==> src/hdl/rlg_pkg.sv <==
// shared types, widths and codes of the regression loss and gradient unit
// no dependencies
`timescale 1ns / 1ps

package rlg_pkg;

  localparam int DATA_W   = 16;
  localparam int DIFF_W   = 17;
  localparam int GRAD_W   = 18;
  localparam int MEAN_W   = 35;
  localparam int ACC_W    = 47;
  localparam int MODE_W   = 2;
  localparam int DELTA_W  = 17;
  localparam int RECIP_W  = 17;
  localparam int CFG_IDX_W  = 2;
  localparam int CFG_DATA_W = 17;
  localparam int MUL_A_W  = 24;
  localparam int MUL_B_W  = 18;
  localparam int MUL_P_W  = MUL_A_W + MUL_B_W;

  // loss modes
  localparam logic [MODE_W-1:0] MODE_MSE   = 2'd0;
  localparam logic [MODE_W-1:0] MODE_L1    = 2'd1;
  localparam logic [MODE_W-1:0] MODE_HUBER = 2'd2;

  // register indexes
  localparam logic [CFG_IDX_W-1:0] REG_LOSS_MODE   = 2'd0;
  localparam logic [CFG_IDX_W-1:0] REG_HUBER_DELTA = 2'd1;
  localparam logic [CFG_IDX_W-1:0] REG_RECIP_COUNT = 2'd2;

  // reset values
  localparam logic [MODE_W-1:0]  RST_LOSS_MODE   = MODE_MSE;
  localparam logic [DELTA_W-1:0] RST_HUBER_DELTA = 17'd4096;
  localparam logic [RECIP_W-1:0] RST_RECIP_COUNT = 17'd65536;

  typedef struct packed {
    logic [MODE_W-1:0]  loss_mode;
    logic [DELTA_W-1:0] huber_delta;
    logic [RECIP_W-1:0] reciprocal_count;
  } cfg_t;

endpackage

==> src/hdl/rlg_if.sv <==
// channel interfaces: input pairs, results and register writes
// depends on rlg_pkg
`timescale 1ns / 1ps

interface rlg_in_if;
  logic                                 valid;
  logic                                 ready;
  logic signed [rlg_pkg::DATA_W-1:0]    predicted;
  logic signed [rlg_pkg::DATA_W-1:0]    target_value;
  logic                                 is_last;

  modport source (output valid, predicted, target_value, is_last, input ready);
  modport sink   (input valid, predicted, target_value, is_last, output ready);
endinterface

interface rlg_out_if;
  logic                                 valid;
  logic                                 ready;
  logic signed [rlg_pkg::GRAD_W-1:0]    gradient;
  logic        [rlg_pkg::MEAN_W-1:0]    mean_loss;
  logic                                 loss_valid;

  modport source (output valid, gradient, mean_loss, loss_valid, input ready);
  modport sink   (input valid, gradient, mean_loss, loss_valid, output ready);
endinterface

interface rlg_cfg_if;
  logic                               valid;
  logic                               ready;
  logic [rlg_pkg::CFG_IDX_W-1:0]      index;
  logic [rlg_pkg::CFG_DATA_W-1:0]     data;

  modport source (output valid, index, data, input ready);
  modport sink   (input valid, index, data, output ready);
endinterface

==> src/hdl/rlg_cfg_regs.sv <==
// configuration registers: loss mode, huber threshold, reciprocal count
// depends on rlg_pkg and rlg_cfg_if
`timescale 1ns / 1ps

module rlg_cfg_regs (
  input  logic            clk,
  input  logic            rst,
  rlg_cfg_if.sink         cfg,
  output rlg_pkg::cfg_t   regs
);

  assign cfg.ready = 1'b1;

  always_ff @(posedge clk) begin
    if (rst) begin
      regs.loss_mode        <= rlg_pkg::RST_LOSS_MODE;
      regs.huber_delta      <= rlg_pkg::RST_HUBER_DELTA;
      regs.reciprocal_count <= rlg_pkg::RST_RECIP_COUNT;
    end else if (cfg.valid) begin
      case (cfg.index)
        rlg_pkg::REG_LOSS_MODE:   regs.loss_mode <= cfg.data[rlg_pkg::MODE_W-1:0];
        rlg_pkg::REG_HUBER_DELTA: regs.huber_delta <= cfg.data[rlg_pkg::DELTA_W-1:0];
        rlg_pkg::REG_RECIP_COUNT: regs.reciprocal_count <= cfg.data[rlg_pkg::RECIP_W-1:0];
        default: ;
      endcase
    end
  end

endmodule

==> src/hdl/rlg_mul.sv <==
// shared unsigned multiplier with a registered product
// depends on rlg_pkg
`timescale 1ns / 1ps

module rlg_mul (
  input  logic                           clk,
  input  logic [rlg_pkg::MUL_A_W-1:0]    a,
  input  logic [rlg_pkg::MUL_B_W-1:0]    b,
  output logic [rlg_pkg::MUL_P_W-1:0]    prod
);

  always_ff @(posedge clk) begin
    prod <= rlg_pkg::MUL_P_W'(a) * rlg_pkg::MUL_P_W'(b);
  end

endmodule

==> src/hdl/regression_loss_gradient_unit.sv <==
// regression loss and gradient unit (mse, l1, huber) around one shared multiplier
// depends on rlg_pkg, rlg_if, rlg_cfg_regs and rlg_mul
// steps: loss term, gradient, magnitude, and on a last element mean low, high and sum;
// a new element is taken only in the idle state; the shared multiplier
//   is used for the loss term, the gradient and two halves of the mean product
// reset: synchronous, clears sequencer, accumulator, output valid and registers
`timescale 1ns / 1ps

module regression_loss_gradient_unit (
  input  logic     clk,
  input  logic     rst,
  rlg_cfg_if.sink  cfg,
  rlg_in_if.sink   samples,
  rlg_out_if.source results
);

  localparam logic [2:0] S_IDLE = 3'd0;
  localparam logic [2:0] S_TERM = 3'd1;
  localparam logic [2:0] S_GRAD = 3'd2;
  localparam logic [2:0] S_GMAG = 3'd3;
  localparam logic [2:0] S_MLO  = 3'd4;
  localparam logic [2:0] S_MHI  = 3'd5;
  localparam logic [2:0] S_MSUM = 3'd6;
  localparam logic [2:0] S_DONE = 3'd7;

  localparam int GMAG_W = rlg_pkg::MUL_P_W - 15;
  localparam int PLO_W  = rlg_pkg::MUL_P_W - 16;
  localparam int MSUM_W = 49;
  localparam logic [GMAG_W-1:0] GMAG_POS_MAX = GMAG_W'(131071);
  localparam logic [GMAG_W-1:0] GMAG_NEG_MAX = GMAG_W'(131072);

  rlg_pkg::cfg_t regs;

  logic [2:0]                        state;
  logic [rlg_pkg::DIFF_W-1:0]        ad;
  logic                              neg;
  logic                              last;
  logic [rlg_pkg::ACC_W-1:0]         acc;
  logic [PLO_W-1:0]                  plo;
  logic [rlg_pkg::GRAD_W-1:0]        grad_q;
  logic [rlg_pkg::MEAN_W-1:0]        mean_q;
  logic                              out_valid;
  logic [rlg_pkg::GRAD_W-1:0]        out_grad;
  logic [rlg_pkg::MEAN_W-1:0]        out_mean;
  logic                              out_last;

  logic [rlg_pkg::MUL_A_W-1:0]       mul_a;
  logic [rlg_pkg::MUL_B_W-1:0]       mul_b;
  logic [rlg_pkg::MUL_P_W-1:0]       prod;

  logic signed [rlg_pkg::DIFF_W-1:0] diff;
  logic                              is_l1;
  logic                              is_huber;
  logic                              huber_in;
  logic [rlg_pkg::MUL_B_W-1:0]       twice_ad_m_dl;
  logic [rlg_pkg::MUL_P_W-1:0]       term;
  logic [rlg_pkg::ACC_W:0]           acc_sum;
  logic [GMAG_W-1:0]                 gmag;
  logic [rlg_pkg::GRAD_W-1:0]        grad_sat;
  logic [MSUM_W-1:0]                 msum;
  logic                              out_free;

  rlg_cfg_regs u_cfg (
    .clk  (clk),
    .rst  (rst),
    .cfg  (cfg),
    .regs (regs)
  );

  rlg_mul u_mul (
    .clk  (clk),
    .a    (mul_a),
    .b    (mul_b),
    .prod (prod)
  );

  assign diff = {samples.predicted[rlg_pkg::DATA_W-1], samples.predicted}
              - {samples.target_value[rlg_pkg::DATA_W-1], samples.target_value};

  // mode 3 falls through to mse
  assign is_l1    = (regs.loss_mode == rlg_pkg::MODE_L1);
  assign is_huber = (regs.loss_mode == rlg_pkg::MODE_HUBER);
  assign huber_in = (ad <= regs.huber_delta);
  assign twice_ad_m_dl = {ad, 1'b0} - {1'b0, regs.huber_delta};

  always_comb begin
    mul_a = '0;
    mul_b = '0;
    case (state)
      S_TERM: begin
        if (is_huber && !huber_in) begin
          mul_a = rlg_pkg::MUL_A_W'(regs.huber_delta);
          mul_b = twice_ad_m_dl;
        end else begin
          mul_a = rlg_pkg::MUL_A_W'(ad);
          mul_b = rlg_pkg::MUL_B_W'(ad);
        end
      end
      S_GRAD: begin
        mul_a = (is_huber && !huber_in) ? rlg_pkg::MUL_A_W'(regs.huber_delta)
                                        : rlg_pkg::MUL_A_W'(ad);
        mul_b = rlg_pkg::MUL_B_W'(regs.reciprocal_count);
      end
      S_MLO: begin
        mul_a = acc[rlg_pkg::MUL_A_W-1:0];
        mul_b = rlg_pkg::MUL_B_W'(regs.reciprocal_count);
      end
      S_MHI: begin
        mul_a = rlg_pkg::MUL_A_W'(acc[rlg_pkg::ACC_W-1:rlg_pkg::MUL_A_W]);
        mul_b = rlg_pkg::MUL_B_W'(regs.reciprocal_count);
      end
      default: ;
    endcase
  end

  // loss term: l1 from the magnitude, else the product of the term step, huber halves truncated
  always_comb begin
    if (is_l1) begin
      term = rlg_pkg::MUL_P_W'({ad, 12'b0});
    end else if (is_huber) begin
      term = {1'b0, prod[rlg_pkg::MUL_P_W-1:1]};
    end else begin
      term = prod;
    end
  end

  assign acc_sum = {1'b0, acc} + (rlg_pkg::ACC_W + 1)'(term);

  // gradient magnitude: mse doubles, so it shifts one place less
  always_comb begin
    if (is_l1) begin
      gmag = (ad != '0) ? GMAG_W'(regs.reciprocal_count[rlg_pkg::RECIP_W-1:4]) : '0;
    end else if (is_huber) begin
      gmag = GMAG_W'(prod[rlg_pkg::MUL_P_W-1:16]);
    end else begin
      gmag = prod[rlg_pkg::MUL_P_W-1:15];
    end
  end

  always_comb begin
    if (neg) begin
      grad_sat = (gmag > GMAG_NEG_MAX) ? {1'b1, {(rlg_pkg::GRAD_W-1){1'b0}}}
                                       : -gmag[rlg_pkg::GRAD_W-1:0];
    end else begin
      grad_sat = (gmag > GMAG_POS_MAX) ? {1'b0, {(rlg_pkg::GRAD_W-1){1'b1}}}
                                       : gmag[rlg_pkg::GRAD_W-1:0];
    end
  end

  // low partial is already down 16, so the high partial lands 8 bits up
  assign msum = {prod[40:0], 8'b0} + MSUM_W'(plo);

  assign out_free = !out_valid || results.ready;

  assign samples.ready      = (state == S_IDLE);
  assign results.valid      = out_valid;
  assign results.gradient   = out_grad;
  assign results.mean_loss  = out_mean;
  assign results.loss_valid = out_last;

  always_ff @(posedge clk) begin
    if (rst) begin
      state     <= S_IDLE;
      acc       <= '0;
      out_valid <= 1'b0;
    end else begin
      if (state == S_DONE && out_free) begin
        out_valid <= 1'b1;
      end else if (out_valid && results.ready) begin
        out_valid <= 1'b0;
      end
      case (state)
        S_IDLE: begin
          if (samples.valid) begin
            state <= S_TERM;
          end
        end
        S_TERM: state <= S_GRAD;
        S_GRAD: begin
          acc   <= acc_sum[rlg_pkg::ACC_W] ? {rlg_pkg::ACC_W{1'b1}}
                                           : acc_sum[rlg_pkg::ACC_W-1:0];
          state <= S_GMAG;
        end
        S_GMAG: state <= last ? S_MLO : S_DONE;
        S_MLO:  state <= S_MHI;
        S_MHI:  state <= S_MSUM;
        S_MSUM: begin
          acc   <= '0;
          state <= S_DONE;
        end
        S_DONE: begin
          if (out_free) begin
            state <= S_IDLE;
          end
        end
        default: state <= S_IDLE;
      endcase
    end
  end

  // payload registers
  always_ff @(posedge clk) begin
    if (state == S_IDLE && samples.valid) begin
      neg  <= diff[rlg_pkg::DIFF_W-1];
      ad   <= diff[rlg_pkg::DIFF_W-1] ? rlg_pkg::DIFF_W'(-diff) : rlg_pkg::DIFF_W'(diff);
      last <= samples.is_last;
    end
    if (state == S_GMAG) begin
      grad_q <= grad_sat;
      mean_q <= '0;
    end
    if (state == S_MHI) begin
      plo <= prod[rlg_pkg::MUL_P_W-1:16];
    end
    if (state == S_MSUM) begin
      mean_q <= (msum[MSUM_W-1:rlg_pkg::MEAN_W] != '0) ? {rlg_pkg::MEAN_W{1'b1}}
                                                       : msum[rlg_pkg::MEAN_W-1:0];
    end
    if (state == S_DONE && out_free) begin
      out_grad <= grad_q;
      out_mean <= mean_q;
      out_last <= last;
    end
  end

endmodule

==> src/flat_wrapper.sv <==
// flat-port wrapper written by rule: the top's interface ports become plain ports
module regression_loss_gradient_unit_flat 
  (clk, rst, cfg_valid, cfg_index, cfg_data, cfg_ready, samples_valid, samples_predicted, samples_target_value, samples_is_last, samples_ready, results_valid, results_gradient, results_mean_loss, results_loss_valid, results_ready);
  rlg_cfg_if cfg_i ();
  rlg_in_if samples_i ();
  rlg_out_if results_i ();
  input  logic clk;
  input  logic rst;
  input wire logic [$bits(cfg_i.valid)-1:0] cfg_valid;
  input wire logic [$bits(cfg_i.index)-1:0] cfg_index;
  input wire logic [$bits(cfg_i.data)-1:0] cfg_data;
  output wire logic [$bits(cfg_i.ready)-1:0] cfg_ready;
  input wire logic [$bits(samples_i.valid)-1:0] samples_valid;
  input wire logic [$bits(samples_i.predicted)-1:0] samples_predicted;
  input wire logic [$bits(samples_i.target_value)-1:0] samples_target_value;
  input wire logic [$bits(samples_i.is_last)-1:0] samples_is_last;
  output wire logic [$bits(samples_i.ready)-1:0] samples_ready;
  output wire logic [$bits(results_i.valid)-1:0] results_valid;
  output wire logic [$bits(results_i.gradient)-1:0] results_gradient;
  output wire logic [$bits(results_i.mean_loss)-1:0] results_mean_loss;
  output wire logic [$bits(results_i.loss_valid)-1:0] results_loss_valid;
  input wire logic [$bits(results_i.ready)-1:0] results_ready;
  assign cfg_i.valid = cfg_valid;
  assign cfg_i.index = cfg_index;
  assign cfg_i.data = cfg_data;
  assign cfg_ready = cfg_i.ready;
  assign samples_i.valid = samples_valid;
  assign samples_i.predicted = samples_predicted;
  assign samples_i.target_value = samples_target_value;
  assign samples_i.is_last = samples_is_last;
  assign samples_ready = samples_i.ready;
  assign results_valid = results_i.valid;
  assign results_gradient = results_i.gradient;
  assign results_mean_loss = results_i.mean_loss;
  assign results_loss_valid = results_i.loss_valid;
  assign results_i.ready = results_ready;
  regression_loss_gradient_unit u_core (.clk(clk), .rst(rst), .cfg(cfg_i), .samples(samples_i), .results(results_i));
endmodule
==> config.mk <==
export PLATFORM = sky130hd
export DESIGN_NAME = regression_loss_gradient_unit_flat
export DESIGN_NICKNAME = d
export VERILOG_FILES = /design/src/hdl/rlg_pkg.sv /design/src/hdl/rlg_if.sv /design/src/hdl/rlg_cfg_regs.sv /design/src/hdl/rlg_mul.sv /design/src/hdl/regression_loss_gradient_unit.sv /design/src/flat_wrapper.sv
export SDC_FILE = /design/constraint.sdc
export NUM_CORES = 2
export LEC_CHECK = 0
export BUFFER_PORTS_ARGS = -buffer_cell sky130_fd_sc_hd__buf_2
export CAP_MARGIN = 10
export CORE_AREA = 2 2 249 434
export DETAILED_ROUTE_END_ITERATION = 7
export DIE_AREA = 0 0 251 436
export GPL_TIMING_DRIVEN = 0
export MAX_ROUTING_LAYER = met4
export SLEW_MARGIN = 20
export SYNTH_ARGS = -nofsm -noshare
export SYNTH_HDL_FRONTEND = slang
export SYNTH_SLANG_ARGS = --single-unit
==> constraint.sdc <==
create_clock -name clk -period 17.2 [get_ports clk]
set_input_delay 3.44 -clock clk [delete_from_list [all_inputs] [get_ports clk]]
set_output_delay 3.44 -clock clk [all_outputs]
set_load 0.03 [all_outputs]
[Yosys cells after proc, flatten, opt, wreduce, memory -nomap -nowiden]
Index checks and enable logic that the tools add are counted.
Widths: inputs -> output; s select.
Storage, ports and cells
  logic and storage cells: 84
  output and inout port bits: 57
  input bits: 57
  register bits: 281
Operators by class
  magnitude comparators: 3
  reduce and logical (&&, ||, !) cells: 20
  equal/unequal tests: 13
  multiply operators: 1
  $add $sub $neg: 6
  multiplexer cells: 24
Operators with widths (number)
  $mux 35: 3
  $pmux 47 s2: 1
  $mux 42: 2
  $mux 18: 4
  $pmux 24 s3: 1
  $mux 27: 2
  $add 49x26->49: 1
  $add 47x42->48: 1
  $mux 47: 1
  $mul 24x18->42: 1
  $pmux 18 s2: 1
  $gt 27x17->1 const B: 1
  $gt 27x18->1 const B: 1
  $pmux 3 s8: 1
  $neg 18->18: 1
  $sub 18x17->18: 1
  $le 17x17->1: 1
  $mux 17: 1
  $neg 17->17: 1
  $reduce_bool 17->1: 1
  $sub 16x16->17: 1
  $mux 16: 1
  $reduce_bool 14->1: 1
  $mux 13: 1
  other kinds (19): 36

[Longest topological paths before layout]
  word-level depth: 6
  gate-level depth with buffers: 37
  depth with buffers taken out: 35

[Cells and area by module]
A second synthesis with hierarchy kept.
Unflattened totals
  cells, all modules: 3567
  area, all modules: 31744.2 µm²
By module, submodules not included
  regression_loss_gradient_unit: cells an instance 1773, seq. area each 5585.4 µm², area each 15564.9 µm², times used 1
  rlg_mul: cells an instance 1650, seq. area each 840.8 µm², area each 14644.0 µm², times used 1
  rlg_cfg_regs: cells an instance 144, seq. area each 720.7 µm², area each 1535.2 µm², times used 1

[Worst setup path after synthesis]
No wires, ideal clock.
  path kind: register to register
  from: reg u_core.ad[14] (netlist bit)
  to: reg u_core.u_mul.prod[38] (netlist bit)
  buffers on the path: 2
  required time: 17.128 ns
  arrival time: 8.481 ns
  clock period less this slack: 8.554 ns
  setup slack: 8.646 ns
  stages on the path, launching flop included: 34
  setup time: 0.072 ns
  cell sequence: edfxtp_1 -> ha_1 -> a21o_1 -> a21o_1 -> a21o_1 -> a211oi_1 -> a31oi_2 -> and2_1 -> clkbuf_1 -> o2111a_1 -> a221o_1 -> a31oi_2 -> buf_2 -> nor2_1 -> fa_1 -> inv_1 -> fa_1 -> inv_1 -> fa_1 -> fa_1 -> fa_1 -> inv_1 -> fa_1 -> inv_1 -> ha_1 -> a2111oi_0 -> o21ai_0 -> and2_1 -> nor3_1 -> o21bai_1 -> a21bo_2 -> a41oi_1 -> nor2b_1 -> xnor2_1
On the way
  longest elaborated chain between the ends: 6
  elaborated cells between the ends (all ways): 9
  classes of those cells: add/sub (1); mul (1); order compare (1); mux (4); reduce/logical (2)
Ends and longest elaborated chain
  start: declaration: RTL line regression_loss_gradient_unit.sv:35  | logic [rlg_pkg::DIFF_W-1:0] ad;
  start signal: assignment: RTL line regression_loss_gradient_unit.sv:205  | ad <= diff[rlg_pkg::DIFF_W-1] ? rlg_pkg::DIFF_W'(-diff) : rlg_pkg::DIFF_W'(diff);
  $le 17x17->1: RTL line regression_loss_gradient_unit.sv:83  | assign huber_in = (ad <= regs.huber_delta);
  $logic_not 1->1: RTL line regression_loss_gradient_unit.sv:91, regression_loss_gradient_unit.sv:100
  $logic_and 1x1->1: RTL line regression_loss_gradient_unit.sv:91, regression_loss_gradient_unit.sv:100
  $mux 17 / $mux 18 (equally long branches): RTL line regression_loss_gradient_unit.sv:91, regression_loss_gradient_unit.sv:100
  $pmux 24 s3 / $pmux 18 s2 (equally long branches): RTL line regression_loss_gradient_unit.sv:89  | case (state)
  $mul 24x18->42 (*): RTL line rlg_mul.sv:13  | prod <= rlg_pkg::MUL_P_W'(a) * rlg_pkg::MUL_P_W'(b);
  end signal: assignment: RTL line rlg_mul.sv:13
  end: declaration: RTL line rlg_mul.sv:9  | output logic [rlg_pkg::MUL_P_W-1:0] prod
Mark *: on every way between the ends. The rest lies on a longest branch, timed or not.
A chain may end at the register's enable or synchronous reset.

[Final worst setup path]
  from: reg u_core.ad[9] (netlist bit)
  to: reg u_core.u_mul.prod[38] (netlist bit)
Same word-level chain as after synthesis.

==> metrics.md <==
| Metric | Value |
|---|---|
| Outcome | `finished clean` |
| Syn. warnings | `0` |
| Largest net degree at the start of global routing | `27` |
| Slew @ Worst Pin | `1180 ps` |
| Critical Path Max Stage Delay | `800 ps` |
| CTS H-tree lvls | `1` |
| CP max stage cell | `clkbuf_1` |
| CTS tree | `done` |
| Final number of setup-violating endpoints | `0` |
| Fin crit period | `11,700 ps` |
| Routed via count | `about 27,000` |
| Setup TNS Final | `0 ps` |
| Synth area leaders | `fa_1 23%, edfxtp_1 14%, ha_1 9.1%` |
| Synth area leader | `fa_1` |
| CP top delay family | `adder cells` |
| Cell with the most instances after synthesis | `inv_1` |
| Reg2reg start | `u_core.ad[9]$_DFFE_PP_` |
| RSZ-0062 raised after global routing | `false` |
| Data arrival time of the critical path | `between 10,000 and 15,000 ps` |
| Buf/Inv on CP | `6` |
| Main synth FF type | `edfxtp_1` |
| Die ar. | `between 100,000 and 150,000 um^2` |
| Total CTS buffers | `26` |
| GRT overflow | `0` |
| CTS Root Buffer Type | `clkbuf_16` |
| I/O Buffers | `111` |
| Post-synth top area share | `22.6%` |
| R2r setup slk | `5500 ps` |
| CP Data Required Time | `17,700 ps` |
| Average wire per standard cell | `24.5 um` |
| Hold_buf cts | `0` |
| Layout cell share with drive strength beyond 1 | `6.92%` |
| Initial antenna violation count | `3` |
| Post-route ant nets | `0` |
| Sequential share of the synthesized area | `~23%` |
| Worst vdd rail ir drop | `0.0825 mV` |
| FMAX | `85.4 MHz` |
| Crit path capture type | `flip-flop` |
| Max_slew headroom | `a little over a fifth` |
| Clk buf depth | `3` |
| Startpoint types | `flip-flop` |
| Hpwl dp | `105,000 um` |
| Mean post-synth cell area | `8.69 um^2` |
| Drt drc | `0` |
| Pwr/cell area | `79.2 nW/um^2` |
| Vias in the first global route | `28,100` |
| Commonest cells post-synth | `490 x inv_1, 471 x nand2_1, 356 x fa_1` |
| Die width | `251 um` |
| Syn Inst Count | `3,626` |
| Static leakage | `15.4 nW` |
| Initial core utilization | `29.7%` |
| Final Hold Fails | `0` |
| Critical Path Start | `u_core.ad[9]$_DFFE_PP_` |
| Final Max Slew Viols | `0` |
| Die H | `436 um` |
| Cell repeated most along the worst path | `fa_1` |
| Placed inst area | `34,000 um^2` |
| Row count | `158` |
| Worst Hold Launch | `u_core.grad_q[4]$_DFFE_PP_` |
| GP Congestion | `1.07` |
| Mapped Area | `31,500 um^2` |
| Finished Cell Area | `35,000 um^2` |
| # IOs | `114` |
| Period utilization | `68.1%` |
| Area growth from synthesis to layout | `11.1%` |
| Total routed wirelength | `about 130,000 um` |
| Yosys cell types | `92` |
| Maxcap violations | `0` |
| Drt pass-1 iters | `5` |
| CTS clk-pin slew, worst paths | `around 70 ps` |
| Post-synth EDFFs | `roughly 150` |
| First-pass GRT wire length | `about 180,000 um` |
| Final #Nets | `4,422` |
| Later-pin clock latency in the skew report | `620 ps` |
| Critical path type | `flip-flop to flip-flop` |
| Crit-path max FO | `10` |
| Setup bufs post-CTS | `0` |
| Yosys reg bits | `between 200 and 300` |
| PostCTS Resize Cnt | `0` |
| Core ar. | `around 110,000 um^2` |
| Ys async rst share | `0%` |
| GR Util All Layers | `23.7%` |
| DR vias/cell | `5.30` |
| Skew final | `37.7 ps` |
| Clk sink count | `between 200 and 300` |
| DR iter-0 viols | `1,749` |
| Worst Hold Class | `flip-flop to flip-flop` |
[metal layers]
layer / wire length (um) / track usage [%] / vias to the layer above
li1: - / - / 12400
met1: 40000 / 21.4 / 13500
met2: 65200 / 42.6 / 1052
met3: 6680 / 3.68 / 489
met4: 14800 / 21.6 / 0
met5: 0 / - / -
[cell families (layout without fill, tap and decap cells)]
group,after synthesis,in the layout,share of synthesized area (%)
buffers and inverters,658,826,8.14
flip-flops,281,281,22.7
AND/OR/NAND/NOR,1133,1133,15.9
multiplexers,57,57,1.84
XOR/XNOR,130,130,3.61
AO/OA/AOI/OAI,781,781,16.2
adder cells (fa/ha/maj),584,584,31.7
other,2,14,0.0238
[cell usage in the layout, fill, tap and decap left out, drive strengths merged, types with 13 or more instances in the layout]
cell type  netlist  routed
edfxtp         152     152
o21ai          182     182
a31oi           30      30
nand3           39      39
mux2i           53      53
or2             14      14
nand4           26      26
and3            23      23
o21bai          21      21
nand2          471     471
and2            24      24
nor3            53      53
buf             34     155
o21a            34      34
xnor2           73      73
inv            491     492
dfxtp          129     129
o22ai           20      20
a211oi          18      18
a21oi          230     230
or3             18      18
fa             356     356
ha             228     228
nor2           352     352
nor2b           31      31
a21o            90      90
nand2b          41      41
a211o           13      13
xor2            57      57
clkbuf         133     162
o22a            18      18
[path summary, 6_finish.rpt]
check / to / cells past startpoint
setup / recovery: u_core.u_mul.prod[38]$_DFF_P_ / 31
hold / removal: u_core.results.gradient[4]$_DFFE_PP_ / 0
setup reg to reg: u_core.u_mul.prod[38]$_DFF_P_ / 31
hold reg to reg: u_core.results.gradient[4]$_DFFE_PP_ / 0
[cell type report]
type / count / area [um^2]
Clock buffer: 29 / 662
Fill cell: 11000 / 70900
Tap cell: 1360 / 1700
Sequential cell: 281 / 7150
Inverter: 491 / 1840
Multi-Input combinational cell: 2693 / 21900
Antenna cell: 6 / 15.0
Buffer: 167 / 723
Clock inverter: 18 / 298
Timing Repair Buffer: 121 / 714
[flip-flops by register name, summed over array words and instances, names as in the netlist]
register and count:
u_core.ad 17, u_core.last 1, u_core.acc 47, u_core.results.valid 1, u_core.u_cfg.regs 36, u_core.state 3
u_core.neg 1, u_core.u_mul.prod 42, u_core.grad_q 18, u_core.results.gradient 18, u_core.results.loss_valid 1, u_core.mean_q 35
u_core.results.mean_loss 35, u_core.plo 26
[per-stage QoR]
step | utilization [%] | instances | total power, mW | worst slack, ps | hold WS (ps)
floorplan | - | 3632 | 1.59 | 8650 | 400
global placement | 31.9 | 5103 | 2.06 | 5710 | 401
detailed placement | 32.1 | 5113 | 2.08 | 5710 | 405
CTS | 33.0 | 5160 | 2.74 | 5670 | 417
global route | 33.0 | 5163 | 2.90 | 5290 | 425
finish | 33.1 | 5166 | 2.77 | 5500 | 418
[where the power goes]
group / internal, mW / leakage (nW) / total (mW) / switching (mW)
Combinational: 0.387 / 12.5 / 1.22 / 0.838
Clock: 0.374 / 0.462 / 0.667 / 0.294
Sequential: 0.762 / 2.48 / 0.880 / 0.118
Total: 1.52 / 15.4 / 2.77 / 1.25
Power figures use the tool's default switching activity.
